### src/design/olsd_pkg.sv
// shared constants, types and codes for the ordered list store
package olsd_pkg;

  // store geometry
  localparam int CAPACITY    = 32;
  localparam int VALUE_WIDTH = 32;
  localparam int SLOT_W      = (CAPACITY > 1) ? $clog2(CAPACITY) : 1;
  localparam int CNT_W       = $clog2(CAPACITY + 1);

  typedef logic [SLOT_W-1:0]             slot_t;
  typedef logic [CNT_W-1:0]              cnt_t;
  typedef logic signed [VALUE_WIDTH-1:0] val_t;

  // request codes
  typedef enum logic [1:0] {
    OP_INS_FRONT = 2'd0,
    OP_INS_BACK  = 2'd1,
    OP_SEARCH    = 2'd2,
    OP_DELETE    = 2'd3
  } op_t;

  // result status codes
  typedef enum logic [1:0] {
    ST_OK     = 2'd0,
    ST_FULL   = 2'd1,
    ST_ABSENT = 2'd2
  } status_t;

  // sequencer states
  typedef enum logic [2:0] {
    S_IDLE,
    S_TAIL,
    S_SCAN,
    S_LINK1,
    S_LINK2,
    S_WALK,
    S_DONE
  } state_t;

  // write ports and shared read address of the slot store
  typedef struct packed {
    logic  val_we;
    slot_t val_waddr;
    val_t  val_wdata;
    logic  nxt_we;
    slot_t nxt_waddr;
    slot_t nxt_wdata;
    logic  prv_we;
    slot_t prv_waddr;
    slot_t prv_wdata;
    slot_t raddr;
  } store_cmd_t;

  // registered read data of one slot
  typedef struct packed {
    val_t  val;
    slot_t nxt;
    slot_t prv;
  } store_rd_t;

endpackage

### src/design/olsd_store.sv
// slot store: value, next link and previous link memories
module olsd_store (
  input  logic                   clk,
  input  olsd_pkg::store_cmd_t   cmd,
  output olsd_pkg::store_rd_t    rd
);

  olsd_pkg::val_t  val_mem [olsd_pkg::CAPACITY];
  olsd_pkg::slot_t nxt_mem [olsd_pkg::CAPACITY];
  olsd_pkg::slot_t prv_mem [olsd_pkg::CAPACITY];

  // value, next link and previous link memories with one shared read address
  always_ff @(posedge clk) begin
    if (cmd.val_we) begin
      val_mem[cmd.val_waddr] <= cmd.val_wdata;
    end
    if (cmd.nxt_we) begin
      nxt_mem[cmd.nxt_waddr] <= cmd.nxt_wdata;
    end
    if (cmd.prv_we) begin
      prv_mem[cmd.prv_waddr] <= cmd.prv_wdata;
    end
    rd.val <= val_mem[cmd.raddr];
    rd.nxt <= nxt_mem[cmd.raddr];
    rd.prv <= prv_mem[cmd.raddr];
  end

endmodule

### src/design/ordered_list_store_with_delete_top.sv
// top level: circular doubly linked list store with request sequencer
//
// A bounded ring of signed values held in a slot store of CAPACITY entries
// (value, next and previous link memories, one read address and one write
// per memory each cycle). Requests are taken one at a time; req_stall stays
// high until the request's result has been placed in the output register,
// which holds it for the consumer while the next request is taken. An insert
// reads the tail, scans for the lowest free slot one slot per cycle, then
// writes the new entry's links and, if the list was not empty, those of the
// head and tail; an insert into a full store goes straight to its result.
// A search or delete walks the ring from the head one entry per cycle,
// visiting entries up to the match (or the whole list when the value is
// absent); on an empty list it goes straight to its result. The result may
// then wait on rsp_stall.
module ordered_list_store_with_delete_top (
  input  logic                         clk,
  input  logic                         rst,
  input  logic                         req_valid,
  output logic                         req_stall,
  input  logic [1:0]                   operation,
  input  logic signed [31:0]           value,
  output logic                         rsp_valid,
  input  logic                         rsp_stall,
  output logic                         found,
  output logic [1:0]                   status,
  output logic [olsd_pkg::CNT_W-1:0]   entry_count
);

  olsd_pkg::state_t     state;
  olsd_pkg::state_t     state_next;
  olsd_pkg::op_t        op_reg;
  olsd_pkg::val_t       v_reg;
  olsd_pkg::slot_t      idx;
  olsd_pkg::slot_t      slot;
  olsd_pkg::slot_t      tail;
  olsd_pkg::slot_t      cur;
  olsd_pkg::cnt_t       n;
  olsd_pkg::slot_t      head;
  olsd_pkg::cnt_t       len;
  logic [olsd_pkg::CAPACITY-1:0] in_use;
  logic                 res_found;
  olsd_pkg::status_t    res_status;

  olsd_pkg::store_cmd_t cmd;
  olsd_pkg::store_rd_t  rd;

  logic                 req_xfer;
  logic                 rsp_load;
  logic                 is_insert;
  logic                 full;
  logic                 hit;
  logic                 last;
  olsd_pkg::op_t        req_op;

  olsd_store u_store (
    .clk (clk),
    .cmd (cmd),
    .rd  (rd)
  );

  // request decode and walk conditions
  assign req_op    = olsd_pkg::op_t'(operation);
  assign req_xfer  = req_valid && !req_stall;
  assign is_insert = (req_op == olsd_pkg::OP_INS_FRONT) || (req_op == olsd_pkg::OP_INS_BACK);
  assign full      = (len == olsd_pkg::cnt_t'(olsd_pkg::CAPACITY));
  assign hit       = (rd.val == v_reg);
  assign last      = ((n + olsd_pkg::cnt_t'(1)) == len);
  assign rsp_load  = (state == olsd_pkg::S_DONE) && (!rsp_valid || !rsp_stall);

  // next state
  always_comb begin
    state_next = state;
    case (state)
      olsd_pkg::S_IDLE: begin
        if (req_valid) begin
          if (is_insert) begin
            state_next = full ? olsd_pkg::S_DONE : olsd_pkg::S_TAIL;
          end else begin
            state_next = (len == '0) ? olsd_pkg::S_DONE : olsd_pkg::S_WALK;
          end
        end
      end
      olsd_pkg::S_TAIL: state_next = olsd_pkg::S_SCAN;
      olsd_pkg::S_SCAN: begin
        if (!in_use[idx]) begin
          state_next = olsd_pkg::S_LINK1;
        end
      end
      olsd_pkg::S_LINK1: begin
        state_next = (len == '0) ? olsd_pkg::S_DONE : olsd_pkg::S_LINK2;
      end
      olsd_pkg::S_LINK2: state_next = olsd_pkg::S_DONE;
      olsd_pkg::S_WALK: begin
        if (hit || last) begin
          state_next = olsd_pkg::S_DONE;
        end
      end
      olsd_pkg::S_DONE: begin
        if (rsp_load) begin
          state_next = olsd_pkg::S_IDLE;
        end
      end
      default: state_next = olsd_pkg::S_IDLE;
    endcase
  end

  // store commands and handshake outputs
  always_comb begin
    req_stall     = (state != olsd_pkg::S_IDLE);
    cmd           = '0;
    cmd.raddr     = (state == olsd_pkg::S_WALK) ? rd.nxt : head;
    cmd.val_waddr = slot;
    cmd.val_wdata = v_reg;
    case (state)
      olsd_pkg::S_LINK1: begin
        cmd.val_we    = 1'b1;
        cmd.nxt_we    = 1'b1;
        cmd.prv_we    = 1'b1;
        cmd.nxt_waddr = slot;
        cmd.prv_waddr = slot;
        if (len == '0) begin
          cmd.nxt_wdata = slot;
          cmd.prv_wdata = slot;
        end else begin
          cmd.nxt_wdata = head;
          cmd.prv_wdata = tail;
        end
      end
      olsd_pkg::S_LINK2: begin
        cmd.nxt_we    = 1'b1;
        cmd.nxt_waddr = tail;
        cmd.nxt_wdata = slot;
        cmd.prv_we    = 1'b1;
        cmd.prv_waddr = head;
        cmd.prv_wdata = slot;
      end
      olsd_pkg::S_WALK: begin
        // unlink the matching entry from its neighbors
        if (hit && op_reg == olsd_pkg::OP_DELETE && len > olsd_pkg::cnt_t'(1)) begin
          cmd.nxt_we    = 1'b1;
          cmd.nxt_waddr = rd.prv;
          cmd.nxt_wdata = rd.nxt;
          cmd.prv_we    = 1'b1;
          cmd.prv_waddr = rd.nxt;
          cmd.prv_wdata = rd.prv;
        end
      end
      default: begin
      end
    endcase
  end

  // control state: sequencer, list head, length, slot occupancy, result valid
  always_ff @(posedge clk) begin
    if (rst) begin
      state     <= olsd_pkg::S_IDLE;
      head      <= '0;
      len       <= '0;
      in_use    <= '0;
      rsp_valid <= 1'b0;
    end else begin
      state <= state_next;
      if (rsp_load) begin
        rsp_valid <= 1'b1;
      end else if (rsp_valid && !rsp_stall) begin
        rsp_valid <= 1'b0;
      end
      case (state)
        olsd_pkg::S_LINK1: begin
          if (len == '0) begin
            head         <= slot;
            len          <= olsd_pkg::cnt_t'(1);
            in_use[slot] <= 1'b1;
          end
        end
        olsd_pkg::S_LINK2: begin
          len          <= len + olsd_pkg::cnt_t'(1);
          in_use[slot] <= 1'b1;
          if (op_reg == olsd_pkg::OP_INS_FRONT) begin
            head <= slot;
          end
        end
        olsd_pkg::S_WALK: begin
          if (hit && op_reg == olsd_pkg::OP_DELETE) begin
            in_use[cur] <= 1'b0;
            if (len <= olsd_pkg::cnt_t'(1)) begin
              len  <= '0;
              head <= '0;
            end else begin
              len <= len - olsd_pkg::cnt_t'(1);
              if (cur == head) begin
                head <= rd.nxt;
              end
            end
          end
        end
        default: begin
        end
      endcase
    end
  end

  // working registers and result payload
  always_ff @(posedge clk) begin
    case (state)
      olsd_pkg::S_IDLE: begin
        if (req_xfer) begin
          op_reg     <= req_op;
          v_reg      <= olsd_pkg::val_t'(value);
          cur        <= head;
          n          <= '0;
          res_found  <= 1'b0;
          if (is_insert && full) begin
            res_status <= olsd_pkg::ST_FULL;
          end else if (!is_insert && len == '0) begin
            res_status <= olsd_pkg::ST_ABSENT;
          end else begin
            res_status <= olsd_pkg::ST_OK;
          end
        end
      end
      olsd_pkg::S_TAIL: begin
        // previous link of the head is the tail
        tail <= rd.prv;
        idx  <= '0;
      end
      olsd_pkg::S_SCAN: begin
        if (in_use[idx]) begin
          idx <= olsd_pkg::slot_t'(idx + 1'b1);
        end else begin
          slot <= idx;
        end
      end
      olsd_pkg::S_WALK: begin
        if (hit) begin
          res_found <= 1'b1;
        end else if (last) begin
          res_status <= olsd_pkg::ST_ABSENT;
        end else begin
          cur <= rd.nxt;
          n   <= n + olsd_pkg::cnt_t'(1);
        end
      end
      default: begin
      end
    endcase
    if (rsp_load) begin
      found       <= res_found;
      status      <= res_status;
      entry_count <= len;
    end
  end

endmodule
### config.mk
export PLATFORM = sky130hd
export DESIGN_NAME = ordered_list_store_with_delete_top
export DESIGN_NICKNAME = d
export VERILOG_FILES = /design/src/design/olsd_pkg.sv /design/src/design/olsd_store.sv /design/src/design/ordered_list_store_with_delete_top.sv
export SDC_FILE = /design/constraint.sdc
export NUM_CORES = 2
export LEC_CHECK = 0
export BUFFER_PORTS_ARGS = -buffer_cell sky130_fd_sc_hd__buf_2
export CORE_ASPECT_RATIO = 1.5
export CORE_MARGIN = 1
export CORE_UTILIZATION = 45
export DETAILED_ROUTE_END_ITERATION = 10
export MAX_ROUTING_LAYER = met4
export SYNTH_ARGS = -nofsm -noshare
export SYNTH_HDL_FRONTEND = slang
export SYNTH_SLANG_ARGS = --single-unit
### constraint.sdc
create_clock -name clk -period 7.9 [get_ports clk]
set_clock_uncertainty 0.15 [all_clocks]
set_input_delay 1.58 -clock clk [delete_from_list [all_inputs] [get_ports clk]]
set_output_delay 1.58 -clock clk [all_outputs]
set_load 0.05 [all_outputs]
==> metrics.yaml <==
status: "completed"
antenna_found_initial: 1
worst_ep_arrival_time_ns: 5.25
clk_pin_slew_worst_paths_ns: 0.07
synth_area_mm2: 0.0576
fin_util_pct: 51.1
max_slew_margin_pct: 11.3
netlist.area_leader.share_pct: 73.8
ios: 49
die_h_um: 440
drcViolationCount: 0
postRouteAntennaNets: 0
p_sw_share_pct: 25.9
pre_cts_ws_ns: 2.87
drtPass1Iterations: 5
cts_hold_buffers: 0
grt_overflow: 0
die_area_mm2: 0.129
final_hold_viol_count: 0
ys_seq_area_share_pct: 76.9
grt_use_total_pct: 23.6
yosys_most_used_dff: "edfxtp_1"
start_util_pct: 45.4
cts_buffers: 140
slowest_stage: "nor4_1"
finalPower_mw: 19.4
fmax_mhz: 199
yosysWarnings: 0
diodes: 0
cp.required_ns: 8.13
dpl_cell_area_mm2: 0.0601
drt_iter0_drc: 2848
clk_latency_ns: 0.78
register_area_mm2: 0.0443
port_buffers: 48
combPwrFrac_pct: 13.6
chipWidth_um: 294
grt_pass1_vias: 29700
clockBufferDepth: 3
yosysUniqueCellTypes: 74
multi_input_area_mm2: 0.0128
fp-row-count: 160
layout_commonest_cell: "edfxtp_1"
synth_fp_nets: 2791
min_period_over_period_pct: 63.5
timing.final.ws_setup_ns: 2.88
routedWlPerCell_um: 31.2
endpoint_kind: "flop"
crit_path_cell_trace: "xnor2_1, nand4_1, nor4_2, buf_4, nand3_1, a311o_1, nor4_1"
ys_seq_elements: 1505
netlist_instances: 2747
start_kind: "flop"
drive_above_1_share_pct: 25.2
rsz0062_at_grt: "no"
fin_area_mm2: 0.0648
path_max_fanout: 33
regMostFlops: "u_store.val_mem"
root_buffer: "clkbuf_16"
nFillCells: 10100
largest_reg_flops: 1024
ctsResizeCount: 0
cts_tree: "yes"
p_seq_share_pct: 50.7
routed_via_density: 6.14
drv_slew: 0
worst_slew_pin_slew_ns: 1.33
avgSynthCellArea_um2: 21.0
setup_tns_ns: 0
path_delay_family: "simple AND/OR/NAND/NOR gates"
syn2layout_area_growth_pct: 12.6
final_cell_mix: "1416 x edfxtp_1, 344 x mux4_2, 172 x o22ai_1, 144 x clkbuf_16, 89 x dfxtp_1"
fin_nets: 2903
switchingPower_mw: 5.02
synth.area.top_cells: "edfxtp_1 74%, mux4_2 13%, dfxtp_1 3.1%"
cts_setup_buffers: 0
gp_congestion: 0.865
top_regs: "u_store.val_mem x1024, u_store.nxt_mem x160, u_store.prv_mem x160"
synthArstFlopShare_pct: 0
wl_um: 146000
path_buf_inv: 1
power_frac_clock_pct: 35.7
grt_pass1_wl_um: 209000
power_leakage_nw: 20.0
power_density_mw_per_mm2: 299
htree_levels: 4
grt_max_degree: 115
whs_ns: 0.282
peakVddDrop_v: 0.000231
worstHoldPathType: "reg2reg"
dp.cells: 4418
max_stage_delay_ns: 0.98
num_vias: 28700
p_int_mw: 14.3
period_needed_ns: 5.02
fin_cells: 4677
synth_edf_count: 1416
finalSetupViolCount: 0
clock-sinks: 1505
synth_area_leader_cell: "edfxtp_1"
cap_violations: 0
worstSetupPathType: "reg2reg"
hpwl_um: 76900
core_mm2: 0.127
==> path summary, 6_finish.rpt <==
| check | startpoint | slack (ns) | cells past startpoint | to |
|---|---|---|---|---|
| setup / recovery | v_reg[19] | 2.88 | 7 | u_store.nxt_mem[9][2] |
| hold reg to reg | res_status[0] | 0.28 | 0 | status[0] |
| hold / removal | res_status[0] | 0.28 | 0 | status[0] |
| setup reg to reg | v_reg[19] | 2.88 | 7 | u_store.nxt_mem[9][2] |
==> power by group through the flow <==
stage / Sequential (mW) / Combinational, mW / Clock, mW
after floorplan: 9.85 / 1.77 / 0
after global placement: 9.95 / 2.62 / 0
after detailed placement: 9.97 / 2.67 / 0
after CTS: 9.80 / 2.67 / 7.03
after global routing: 9.84 / 2.81 / 7.31
final: 9.81 / 2.63 / 6.92
==> Yosys cell counts (7+ instances only) <==
| library cell | count |
|---|---|
| edfxtp_1 | 1416 |
| mux4_2 | 344 |
| o22ai_1 | 172 |
| dfxtp_1 | 89 |
| nor4_1 | 73 |
| nor2_1 | 67 |
| clkbuf_1 | 63 |
| a21oi_1 | 47 |
| nor3_1 | 43 |
| xnor2_1 | 42 |
| buf_2 | 38 |
| nand2_1 | 38 |
| a211oi_1 | 36 |
| buf_4 | 30 |
| inv_1 | 18 |
| nand4_1 | 18 |
| nand3_1 | 17 |
| buf_1 | 15 |
| and2_1 | 14 |
| a22oi_1 | 9 |
| o21ai_0 | 9 |
| xor2_1 | 9 |
| nand2b_1 | 7 |
| o211ai_1 | 7 |
| o32ai_1 | 7 |
==> routing by layer <==
metal / vias up / part of all wire [%] / GRT usage (%)
li1: 11900 / - / -
met1: 15400 / 37 / 28.2
met2: 1152 / 53 / 40.7
met3: 274 / 6.1 / 3.60
met4: 0 / 3.5 / 8.59
met5: - / 0 / -
==> cell type report <==
class	instances	area share, %
timing repair buffer	121	1.27
inverter	20	0.116
tap	1701	3.28
sequential	1505	68.3
clock buffer	189	5.99
clock inverter	70	1.28
multi-input combinational	1071	19.7
==> cell families after synthesis <==
family	count (synthesis)	share of synthesized area (%)
AOI/OAI and AO/OA	340	4.01
xor gates and xnor gates	51	0.775
adders and majority gates	6	0.130
buffers and inverters	171	1.46
DFF	1505	76.9
muxes	349	13.5
and+or+nand+nor	325	3.18
Power figures use the tool's default switching activity.
